--- src/sv/cts_pkg.sv ---
// ----------------------------------------------------------------------------
// cts_pkg
// Shared codes, character constants and controller/datapath interface types
// for the calculator token scanner.
// ----------------------------------------------------------------------------
package cts_pkg;

   // token kinds
   localparam logic [2:0] KIND_IDCHAR   = 3'd0;
   localparam logic [2:0] KIND_OP       = 3'd1;
   localparam logic [2:0] KIND_INT      = 3'd2;
   localparam logic [2:0] KIND_EXPR_END = 3'd3;
   localparam logic [2:0] KIND_FILE_END = 3'd4;
   localparam logic [2:0] KIND_ERROR    = 3'd5;

   // operator codes
   localparam logic [2:0] OP_ADD    = 3'd0;
   localparam logic [2:0] OP_SUB    = 3'd1;
   localparam logic [2:0] OP_MUL    = 3'd2;
   localparam logic [2:0] OP_DIV    = 3'd3;
   localparam logic [2:0] OP_ASSIGN = 3'd4;
   localparam logic [2:0] OP_OPEN   = 3'd5;
   localparam logic [2:0] OP_CLOSE  = 3'd6;

   // scan modes
   localparam logic [1:0] MODE_START = 2'd0;
   localparam logic [1:0] MODE_IDENT = 2'd1;
   localparam logic [1:0] MODE_INT   = 2'd2;

   // what a byte does when scanned from start mode
   localparam logic [1:0] ACT_SKIP  = 2'd0;
   localparam logic [1:0] ACT_IDENT = 2'd1;
   localparam logic [1:0] ACT_INT   = 2'd2;
   localparam logic [1:0] ACT_TOKEN = 2'd3;

   // characters
   localparam logic [7:0] CH_TAB        = 8'h09;
   localparam logic [7:0] CH_NEWLINE    = 8'h0A;
   localparam logic [7:0] CH_SPACE      = 8'h20;
   localparam logic [7:0] CH_LPAREN     = 8'h28;
   localparam logic [7:0] CH_RPAREN     = 8'h29;
   localparam logic [7:0] CH_STAR       = 8'h2A;
   localparam logic [7:0] CH_PLUS       = 8'h2B;
   localparam logic [7:0] CH_MINUS      = 8'h2D;
   localparam logic [7:0] CH_SLASH      = 8'h2F;
   localparam logic [7:0] CH_ZERO       = 8'h30;
   localparam logic [7:0] CH_ONE        = 8'h31;
   localparam logic [7:0] CH_NINE       = 8'h39;
   localparam logic [7:0] CH_EQUAL      = 8'h3D;
   localparam logic [7:0] CH_UNDERSCORE = 8'h5F;
   localparam logic [7:0] CH_LOWER_A    = 8'h61;
   localparam logic [7:0] CH_LOWER_Z    = 8'h7A;

   localparam logic [30:0] INT_SAT = 31'h7FFF_FFFF;

   // datapath -> controller
   typedef struct packed {
      logic [1:0] mode;
      logic       eof;
      logic       id_cont;     // lowercase, digit or underscore
      logic       digit;
      logic       len_full;
      logic       id_last;     // read pointer on final buffered char
      logic [1:0] start_act;
      logic [2:0] tok_kind;
      logic [2:0] tok_op;
      logic       slot_free;   // output register can take a result
   } cts_status_type;

   // controller -> datapath
   typedef struct packed {
      logic       capture;
      logic       buf_wr;
      logic       len_clear;
      logic       acc_mac;
      logic       acc_clear;
      logic       mode_wr;
      logic [1:0] mode_val;
      logic       idx_clear;
      logic       idx_inc;
      logic       out_load;
      logic [2:0] out_kind;
      logic [2:0] out_op;
      logic       out_last;
   } cts_cmd_type;

endpackage

--- src/sv/calculator_token_scanner_unit.sv ---
// ----------------------------------------------------------------------------
// calculator_token_scanner_unit
// Byte-serial lexer for calculator expressions: identifiers, integers,
// operators, newline and end of file become result tokens.
// ----------------------------------------------------------------------------
// Usage:
//   One request carries one text byte (req_char_code) or an end-of-file
//   marker (req_end_of_file). Each request yields zero or more results on
//   the rsp_ channel; rsp_last flags the final result of a request.
//   An identifier is held in an internal buffer and replayed as one
//   identifier-char result per character when its terminating byte arrives.
// Sequence:
//   A request that only extends a token is accepted, then decided.
//   A request that closes an identifier is accepted and decided, then its N
//   buffered characters are replayed, one per cycle while the output register
//   is free, from the buffer memory's read port, then the terminating byte is rescanned.
//   Closing an integer likewise adds a rescan of the terminating byte. Each
//   result is loaded into the output register as it is decided.
// Reset: scanner returns to start mode, buffer length and accumulator clear,
//   no result pending. Buffer contents are not cleared.
// Stall: results wait in the output register; a step that must load a result
//   holds in place until that register frees, and no request is accepted meanwhile.
// ----------------------------------------------------------------------------
module calculator_token_scanner_unit #(
   parameter int MAX_IDENT_LEN = 32
) (
   input  logic        clock,
   input  logic        reset,
   input  logic        req_valid,
   output logic        req_ready,
   input  logic [7:0]  req_char_code,
   input  logic        req_end_of_file,
   output logic        rsp_valid,
   input  logic        rsp_ready,
   output logic [2:0]  rsp_token_kind,
   output logic [2:0]  rsp_operator_code,
   output logic [30:0] rsp_int_value,
   output logic [7:0]  rsp_id_char,
   output logic [4:0]  rsp_id_position,
   output logic        rsp_last
);
   import cts_pkg::*;

   cts_cmd_type    cmd;     // sequencer commands
   cts_status_type status;  // classes, buffer flags, output slot

   // sequencer: idle -> decide -> (identifier replay -> decide) -> idle
   cts_ctrl u_ctrl (
      .clock     (clock),
      .reset     (reset),
      .req_valid (req_valid),
      .req_ready (req_ready),
      .status    (status),
      .cmd       (cmd)
   );

   // datapath with identifier buffer and output register
   cts_dp #(
      .MAX_IDENT_LEN (MAX_IDENT_LEN)
   ) u_dp (
      .clock             (clock),
      .reset             (reset),
      .cmd               (cmd),
      .status            (status),
      .req_char_code     (req_char_code),
      .req_end_of_file   (req_end_of_file),
      .rsp_valid         (rsp_valid),
      .rsp_ready         (rsp_ready),
      .rsp_token_kind    (rsp_token_kind),
      .rsp_operator_code (rsp_operator_code),
      .rsp_int_value     (rsp_int_value),
      .rsp_id_char       (rsp_id_char),
      .rsp_id_position   (rsp_id_position),
      .rsp_last          (rsp_last)
   );

endmodule

--- src/sv/cts_ctrl.sv ---
// ----------------------------------------------------------------------------
// cts_ctrl
// Scanner sequencer: takes a request, decides per mode, and paces the
// identifier replay and token results against the output register.
// ----------------------------------------------------------------------------
module cts_ctrl (
   input  logic                    clock,
   input  logic                    reset,
   input  logic                    req_valid,
   output logic                    req_ready,
   input  cts_pkg::cts_status_type status,
   output cts_pkg::cts_cmd_type    cmd
);
   import cts_pkg::*;

   localparam logic [1:0] ST_IDLE    = 2'd0;
   localparam logic [1:0] ST_DECIDE  = 2'd1;
   localparam logic [1:0] ST_EMIT_ID = 2'd2;

   logic [1:0] state_ff;
   logic [1:0] state_in;
   logic       start_silent;

   // start scan of the held byte gives no result of its own
   assign start_silent = !status.eof && (status.start_act != ACT_TOKEN);

   assign req_ready = (state_ff == ST_IDLE);

   always_comb begin
      cmd          = '0;
      cmd.mode_val = MODE_START;
      cmd.out_kind = KIND_ERROR;
      cmd.out_op   = OP_ADD;
      state_in     = state_ff;
      case (state_ff)
         ST_IDLE: begin
            if (req_valid) begin
               cmd.capture = 1'b1;
               state_in    = ST_DECIDE;
            end
         end
         ST_DECIDE: begin
            if (status.mode == MODE_IDENT) begin
               if (!status.eof && status.id_cont) begin
                  if (!status.len_full) begin
                     cmd.buf_wr = 1'b1;
                     state_in   = ST_IDLE;
                  end else if (status.slot_free) begin
                     cmd.out_load  = 1'b1;
                     cmd.out_kind  = KIND_ERROR;
                     cmd.out_last  = 1'b1;
                     cmd.len_clear = 1'b1;
                     cmd.mode_wr   = 1'b1;
                     state_in      = ST_IDLE;
                  end
               end else begin
                  cmd.idx_clear = 1'b1;
                  state_in      = ST_EMIT_ID;
               end
            end else if (status.mode == MODE_INT) begin
               if (!status.eof && status.digit) begin
                  cmd.acc_mac = 1'b1;
                  state_in    = ST_IDLE;
               end else if (status.slot_free) begin
                  // integer out, then rescan the byte in start mode
                  cmd.out_load  = 1'b1;
                  cmd.out_kind  = KIND_INT;
                  cmd.out_last  = start_silent;
                  cmd.acc_clear = 1'b1;
                  cmd.mode_wr   = 1'b1;
               end
            end else begin
               case (status.start_act)
                  ACT_SKIP: begin
                     cmd.mode_wr = 1'b1;
                     state_in    = ST_IDLE;
                  end
                  ACT_IDENT: begin
                     cmd.buf_wr   = 1'b1;
                     cmd.mode_wr  = 1'b1;
                     cmd.mode_val = MODE_IDENT;
                     state_in     = ST_IDLE;
                  end
                  ACT_INT: begin
                     cmd.acc_mac  = 1'b1;
                     cmd.mode_wr  = 1'b1;
                     cmd.mode_val = MODE_INT;
                     state_in     = ST_IDLE;
                  end
                  default: begin
                     if (status.slot_free) begin
                        cmd.out_load = 1'b1;
                        cmd.out_kind = status.tok_kind;
                        cmd.out_op   = status.tok_op;
                        cmd.out_last = 1'b1;
                        cmd.mode_wr  = 1'b1;
                        state_in     = ST_IDLE;
                     end
                  end
               endcase
            end
         end
         ST_EMIT_ID: begin
            if (status.slot_free) begin
               cmd.out_load = 1'b1;
               cmd.out_kind = KIND_IDCHAR;
               cmd.out_last = status.id_last && start_silent;
               cmd.idx_inc  = 1'b1;
               if (status.id_last) begin
                  cmd.len_clear = 1'b1;
                  cmd.mode_wr   = 1'b1;
                  state_in      = ST_DECIDE;
               end
            end
         end
         default: begin
            state_in = ST_IDLE;
         end
      endcase
   end

   always_ff @(posedge clock) begin
      if (reset) begin
         state_ff <= ST_IDLE;
      end else begin
         state_ff <= state_in;
      end
   end

endmodule

--- src/sv/cts_dp.sv ---
// ----------------------------------------------------------------------------
// cts_dp
// Scanner datapath: held input byte, character classes, identifier buffer,
// saturating decimal accumulator and the result output register.
// ----------------------------------------------------------------------------
module cts_dp #(
   parameter int MAX_IDENT_LEN = 32
) (
   input  logic                    clock,
   input  logic                    reset,
   input  cts_pkg::cts_cmd_type    cmd,
   output cts_pkg::cts_status_type status,
   input  logic [7:0]              req_char_code,
   input  logic                    req_end_of_file,
   output logic                    rsp_valid,
   input  logic                    rsp_ready,
   output logic [2:0]              rsp_token_kind,
   output logic [2:0]              rsp_operator_code,
   output logic [30:0]             rsp_int_value,
   output logic [7:0]              rsp_id_char,
   output logic [4:0]              rsp_id_position,
   output logic                    rsp_last
);
   import cts_pkg::*;

   localparam int LEN_W  = $clog2(MAX_IDENT_LEN + 1);
   localparam int ADDR_W = (MAX_IDENT_LEN > 1) ? $clog2(MAX_IDENT_LEN) : 1;
   localparam logic [LEN_W-1:0] LEN_MAX = LEN_W'(MAX_IDENT_LEN);

   logic [7:0]        char_ff;
   logic              eof_ff;
   logic [1:0]        mode_ff;
   logic [1:0]        mode_in;
   logic [LEN_W-1:0]  len_ff;
   logic [LEN_W-1:0]  len_in;
   logic [30:0]       acc_ff;
   logic [30:0]       acc_in;
   logic [LEN_W-1:0]  idx_ff;
   logic [LEN_W-1:0]  idx_in;
   logic [7:0]        rd_data_ff;
   logic [7:0]        ident_mem [0:MAX_IDENT_LEN-1];

   logic              rsp_valid_ff;
   logic [2:0]        kind_ff;
   logic [2:0]        op_ff;
   logic [30:0]       int_ff;
   logic [7:0]        id_char_ff;
   logic [4:0]        pos_ff;
   logic              last_ff;

   logic              is_lower;
   logic              is_digit;
   logic [1:0]        start_act;
   logic [2:0]        tok_kind;
   logic [2:0]        tok_op;
   logic [34:0]       mac_sum;
   logic              slot_free;

   // ---- classification of the held byte ----
   assign is_lower = (char_ff inside {[CH_LOWER_A:CH_LOWER_Z]});
   assign is_digit = (char_ff inside {[CH_ZERO:CH_NINE]});

   always_comb begin
      start_act = ACT_TOKEN;
      tok_kind  = KIND_ERROR;
      tok_op    = OP_ADD;
      if (eof_ff) begin
         tok_kind = KIND_FILE_END;
      end else if (char_ff == CH_SPACE || char_ff == CH_TAB) begin
         start_act = ACT_SKIP;
      end else if (is_lower) begin
         start_act = ACT_IDENT;
      end else if (char_ff inside {[CH_ONE:CH_NINE]}) begin
         start_act = ACT_INT;
      end else begin
         case (char_ff)
            CH_PLUS: begin
               tok_kind = KIND_OP;
               tok_op   = OP_ADD;
            end
            CH_MINUS: begin
               tok_kind = KIND_OP;
               tok_op   = OP_SUB;
            end
            CH_STAR: begin
               tok_kind = KIND_OP;
               tok_op   = OP_MUL;
            end
            CH_SLASH: begin
               tok_kind = KIND_OP;
               tok_op   = OP_DIV;
            end
            CH_EQUAL: begin
               tok_kind = KIND_OP;
               tok_op   = OP_ASSIGN;
            end
            CH_LPAREN: begin
               tok_kind = KIND_OP;
               tok_op   = OP_OPEN;
            end
            CH_RPAREN: begin
               tok_kind = KIND_OP;
               tok_op   = OP_CLOSE;
            end
            CH_NEWLINE: begin
               tok_kind = KIND_EXPR_END;
            end
            default: begin
               tok_kind = KIND_ERROR;
            end
         endcase
      end
   end

   assign slot_free = !rsp_valid_ff || rsp_ready;

   always_comb begin
      status           = '0;
      status.mode      = mode_ff;
      status.eof       = eof_ff;
      status.id_cont   = is_lower || is_digit || (char_ff == CH_UNDERSCORE);
      status.digit     = is_digit;
      status.len_full  = (len_ff == LEN_MAX);
      status.id_last   = (idx_ff == len_ff - LEN_W'(1));
      status.start_act = start_act;
      status.tok_kind  = tok_kind;
      status.tok_op    = tok_op;
      status.slot_free = slot_free;
   end

   // ---- accumulator: acc*10 + digit, saturating ----
   assign mac_sum = {1'b0, acc_ff, 3'b000} + {3'b000, acc_ff, 1'b0}
                  + {31'd0, char_ff[3:0] - CH_ZERO[3:0]};

   always_comb begin
      acc_in = acc_ff;
      if (cmd.acc_clear) begin
         acc_in = '0;
      end else if (cmd.acc_mac) begin
         acc_in = (mac_sum > {4'd0, INT_SAT}) ? INT_SAT : mac_sum[30:0];
      end
   end

   always_comb begin
      len_in = len_ff;
      if (cmd.len_clear) begin
         len_in = '0;
      end else if (cmd.buf_wr) begin
         len_in = len_ff + LEN_W'(1);
      end
   end

   assign mode_in = cmd.mode_wr ? cmd.mode_val : mode_ff;

   always_comb begin
      idx_in = idx_ff;
      if (cmd.idx_clear) begin
         idx_in = '0;
      end else if (cmd.idx_inc) begin
         idx_in = idx_ff + LEN_W'(1);
      end
   end

   always_ff @(posedge clock) begin
      if (reset) begin
         mode_ff <= MODE_START;
         len_ff  <= '0;
         acc_ff  <= '0;
         idx_ff  <= '0;
      end else begin
         mode_ff <= mode_in;
         len_ff  <= len_in;
         acc_ff  <= acc_in;
         idx_ff  <= idx_in;
      end
   end

   always_ff @(posedge clock) begin
      if (cmd.capture) begin
         char_ff <= req_char_code;
         eof_ff  <= req_end_of_file;
      end
   end

   // ---- identifier buffer; read data tracks the replay pointer ----
   always_ff @(posedge clock) begin
      if (cmd.buf_wr) begin
         ident_mem[len_ff[ADDR_W-1:0]] <= char_ff;
      end
      if (idx_in < LEN_MAX) begin
         rd_data_ff <= ident_mem[idx_in[ADDR_W-1:0]];
      end
   end

   // ---- output register ----
   always_ff @(posedge clock) begin
      if (reset) begin
         rsp_valid_ff <= 1'b0;
      end else if (cmd.out_load) begin
         rsp_valid_ff <= 1'b1;
      end else if (rsp_ready) begin
         rsp_valid_ff <= 1'b0;
      end
   end

   always_ff @(posedge clock) begin
      if (cmd.out_load) begin
         kind_ff    <= cmd.out_kind;
         op_ff      <= cmd.out_op;
         int_ff     <= (cmd.out_kind == KIND_INT) ? acc_ff : '0;
         id_char_ff <= (cmd.out_kind == KIND_IDCHAR) ? rd_data_ff : '0;
         pos_ff     <= (cmd.out_kind == KIND_IDCHAR) ? 5'(idx_ff) : '0;
         last_ff    <= cmd.out_last;
      end
   end

   assign rsp_valid         = rsp_valid_ff;
   assign rsp_token_kind    = kind_ff;
   assign rsp_operator_code = op_ff;
   assign rsp_int_value     = int_ff;
   assign rsp_id_char       = id_char_ff;
   assign rsp_id_position   = pos_ff;
   assign rsp_last          = last_ff;

`ifndef NO_ASSERTIONS
   a_load_slot: assert property (@(posedge clock) disable iff (reset)
      cmd.out_load |-> (!rsp_valid_ff || rsp_ready))
      else $error("result loaded over an untaken result");

   a_len_bound: assert property (@(posedge clock) disable iff (reset)
      len_ff <= LEN_MAX)
      else $error("identifier length beyond buffer");

   a_ident_nonempty: assert property (@(posedge clock) disable iff (reset)
      (mode_ff == MODE_IDENT) |-> (len_ff != '0))
      else $error("identifier mode with empty buffer");

   a_start_clean: assert property (@(posedge clock) disable iff (reset)
      (mode_ff == MODE_START) |-> (len_ff == '0 && acc_ff == '0))
      else $error("start mode with stale identifier or integer");
`endif

endmodule

--- config.mk ---
export PLATFORM = sky130hd
export DESIGN_NAME = calculator_token_scanner_unit
export DESIGN_NICKNAME = d
export VERILOG_FILES = /design/src/sv/cts_pkg.sv /design/src/sv/calculator_token_scanner_unit.sv /design/src/sv/cts_ctrl.sv /design/src/sv/cts_dp.sv
export SDC_FILE = /design/constraint.sdc
export NUM_CORES = 1
export LEC_CHECK = 0
export BUFFER_PORTS_ARGS = -buffer_cell sky130_fd_sc_hd__buf_4
export CORE_MARGIN = 2
export CORE_UTILIZATION = 40
export DETAILED_ROUTE_END_ITERATION = 8
export HOLD_SLACK_MARGIN = 0.03
export SLEW_MARGIN = 40
export SYNTH_ARGS = -nofsm -noshare
export SYNTH_HDL_FRONTEND = slang
export SYNTH_SLANG_ARGS = --single-unit
--- constraint.sdc ---
create_clock -name clock -period 8.25 [get_ports clock]
set_input_delay 0.825 -clock clock [delete_from_list [all_inputs] [get_ports clock]]
set_output_delay 0.825 -clock clock [all_outputs]
set_load 0.005 [all_outputs]
==> metrics <==
Ports=66; Synth area leader=edfxtp_1; Mapped Cells=1472; largest net degree at the start of global routing=90; status=complete, no violations; pins over their slew limit=0; ys async rst share=0; required time of the critical path=8.70 ns; setup TNS=0 ns; sequential-to-total area share from yosys stat=0.620; area of the mapped netlist=around 17000 µm²; Post-synth EDFFs=about 320; vias in the first global route=11297; drt pass-1 iters=5; multi-input logic area=around 6200 µm²; Skew-Pair Late Insertion Delay=~0.58 ns; Setup CP Type=reg -> reg; drc violations=0; CTS max path bufs=3; Worst EP arrival=4.91 ns; Final nets=1608; Port Buffer Count=65; Syn. warnings=0; Iter 0 DRT Violations=1272; drt total wl=43.8 mm; first-pass GRT wire length=67.2 mm; FMAX=224 MHz; Tmin final=between 4 and 5 ns; GR Overflow Total=0; # rows=76; Initial Util=0.403; Net Sw Frac=0.211; clock share of power=0.460; Die ar.=44800 µm²; CP max FO=40; fin worst setup slack=between 3 and 4 ns; hold_buf cts=0; Critical Path Start Type=flop; CP Capture Type=flop; GP Congestion=0.864; ys flop type=edfxtp_1; Post-synth top cells=324 x edfxtp_1, 245 x nand2_1, 89 x a21oi_1, 87 x nand3_1, 80 x nor2_1; initial antenna violation count=1; Setup-failing EPs final=0; HP Class=in -> reg; die height=212 µm; Final HPWL DP=28.2 mm; post-CTS sizing=0; post-route clock skew=0.0186 ns; CTS Root Cell=clkbuf_16; setup bufs post-CTS=0; Post-Syn Area per Cell=11.7 µm²; unrepaired setup endpoints after global routing=no; Psw=around 850 µW; CTS H-tree lvls=2; Setup WS pre-CTS=3.81 ns; Clock transition at path regs=0.06 ns; power per cell area=approximately 200 nW/µm²; Yosys top cell area share=0.564; vias=11731; combinational cell fraction of total power=0.029; WL/cell=20.9 µm; measured slew at the worst slew-check pin=0.853 ns; final period utilization=0.541; gr usage total=0.197; detail-routed via count per cell=5.58; FF+latch count, synth=372; Static Leak=7.07 nW; Max-slew headroom=0.430; FF/Latch Area=10700 µm²; number of max-cap violations=0; Detail Route Antenna Nets=0; syn_nets=1557; Netlist cell types=74; core area=42800 µm²; Sequential Power Share=0.511; DIE WIDTH=~210 µm; share of cells above drive strength 1=0.127; Num CTS Buffers=41; count leader, synth=edfxtp_1; Max VDD drop=around 0.12 mV; cell-internal power=3.19 mW; diode count=0; area grow syn2layout=14.2%; clk sinks=about 370; Final Hold Viols=0; most area-consuming cells after synthesis=edfxtp_1 56%, dfxtp_1 5.6%, nand2_1 5.3%; fill count=3883; CTS tree=done; Power, Total=4.04 mW
==> power groups by stage <==
stage	combinational [mW]	sequential [mW]	clock [mW]
global route	0.128	2.07	1.96
CTS	0.117	2.07	1.89
detailed placement	0.116	2.11	0
finish	0.116	2.07	1.86
global placement	0.114	2.11	0
floorplan	0.0501	2.12	0
==> worst paths after layout <==
| path | from | endpoint | slack (ns) | cells after the start |
|---|---|---|---|---|
| min | req_char_code[5] | u_dp.char_ff[5]$_DFFE_PP_ | 0.44 | 1 |
| max reg2reg | u_dp.char_ff[3]$_DFFE_PP_ | u_dp.acc_ff[28]$_SDFFE_PP0P_ | 3.79 | 15 |
| min reg2reg | u_dp.acc_ff[2]$_SDFFE_PP0P_ | u_dp.acc_ff[2]$_SDFFE_PP0P_ | 0.57 | 2 |
| max | u_dp.char_ff[3]$_DFFE_PP_ | u_dp.acc_ff[28]$_SDFFE_PP0P_ | 3.79 | 15 |
==> cell usage in the layout, fill, tap and decap left out, types with 16 or more instances in the layout <==
master and n:
edfxtp_1 324, nand2_1 245, nand3_1 87, a21oi_1 86, buf_4 83, nor2_1 71
ha_1 70, o21ai_0 61, dfxtp_1 48, clkbuf_16 41, and2_1 35, inv_1 29
xor2_1 25, a31oi_1 24, mux2i_1 23, nor3_1 18, and3_1 18, o2111ai_1 17
xnor2_1 17, nand4_1 16
==> final cells by class <==
class                      count  area share
tap                          546      0.0347
multi-input combinational    995       0.316
clock buffer                  55      0.0553
inverter                      29     0.00553
sequential                   372       0.543
timing repair buffer          84      0.0322
clock inverter                21      0.0141
==> cell families after synthesis <==
logic type,after synthesis,synth area share
DFF,372,0.620
xor gates and xnor gates,42,0.0213
and+or+nand+nor,549,0.147
adders and majority gates,74,0.0543
buffers and inverters,105,0.0249
AOI/OAI and AO/OA,290,0.108
muxes,40,0.0244
==> registers in the layout, summed over array words and instances, names as in the netlist <==
signal                  cells
u_dp.rsp_int_value         31
u_dp.rsp_token_kind         3
u_dp.char_ff                8
u_ctrl.state_ff             2
u_dp.idx_ff                 6
u_dp.rsp_id_char            8
u_dp.rsp_last               1
u_dp.rd_data_ff             8
u_dp.rsp_id_position        5
u_dp.ident_mem            256
u_dp.mode_ff                2
u_dp.rsp_operator_code      3
u_dp.acc_ff                31
u_dp.len_ff                 6
u_dp.rsp_valid              1
u_dp.eof_ff                 1
==> per-stage QoR <==
stage,instance area (µm²),instances,utilization,hold WS [ns]
floorplan,17300,1472,-,0.525
global placement,18300,2025,0.427,0.561
detailed placement,18300,2026,0.428,0.564
CTS,19700,2102,0.460,0.416
global route,19700,2102,0.460,0.419
finish,19700,2102,0.460,0.435
==> critical path, stage by stage (launching register included) <==
cell	delay, ns
edfxtp_1	0.33
buf_4	0.38
inv_1	0.16
fa_1	0.57
inv_1	0.06
ha_1	0.29
a211oi_1	0.07
o21ai_0	0.42
o2111ai_1	0.20
a211oi_1	0.40
o211ai_1	0.24
mux2i_1	0.20
nor3_1	0.10
a2111oi_4	0.49
buf_4	0.32
a21oi_1	0.09
==> per-layer routing <==
layer / vias up / part of all wire / global-route usage
li1: 5570 / - / -
met3: 52 / 0.067 / 0.0340
met5: - / 0 / 0
met4: 0 / 0.021 / 0.0500
met1: 5769 / 0.45 / 0.283
met2: 340 / 0.46 / 0.311
Power figures use the tool's default switching activity.
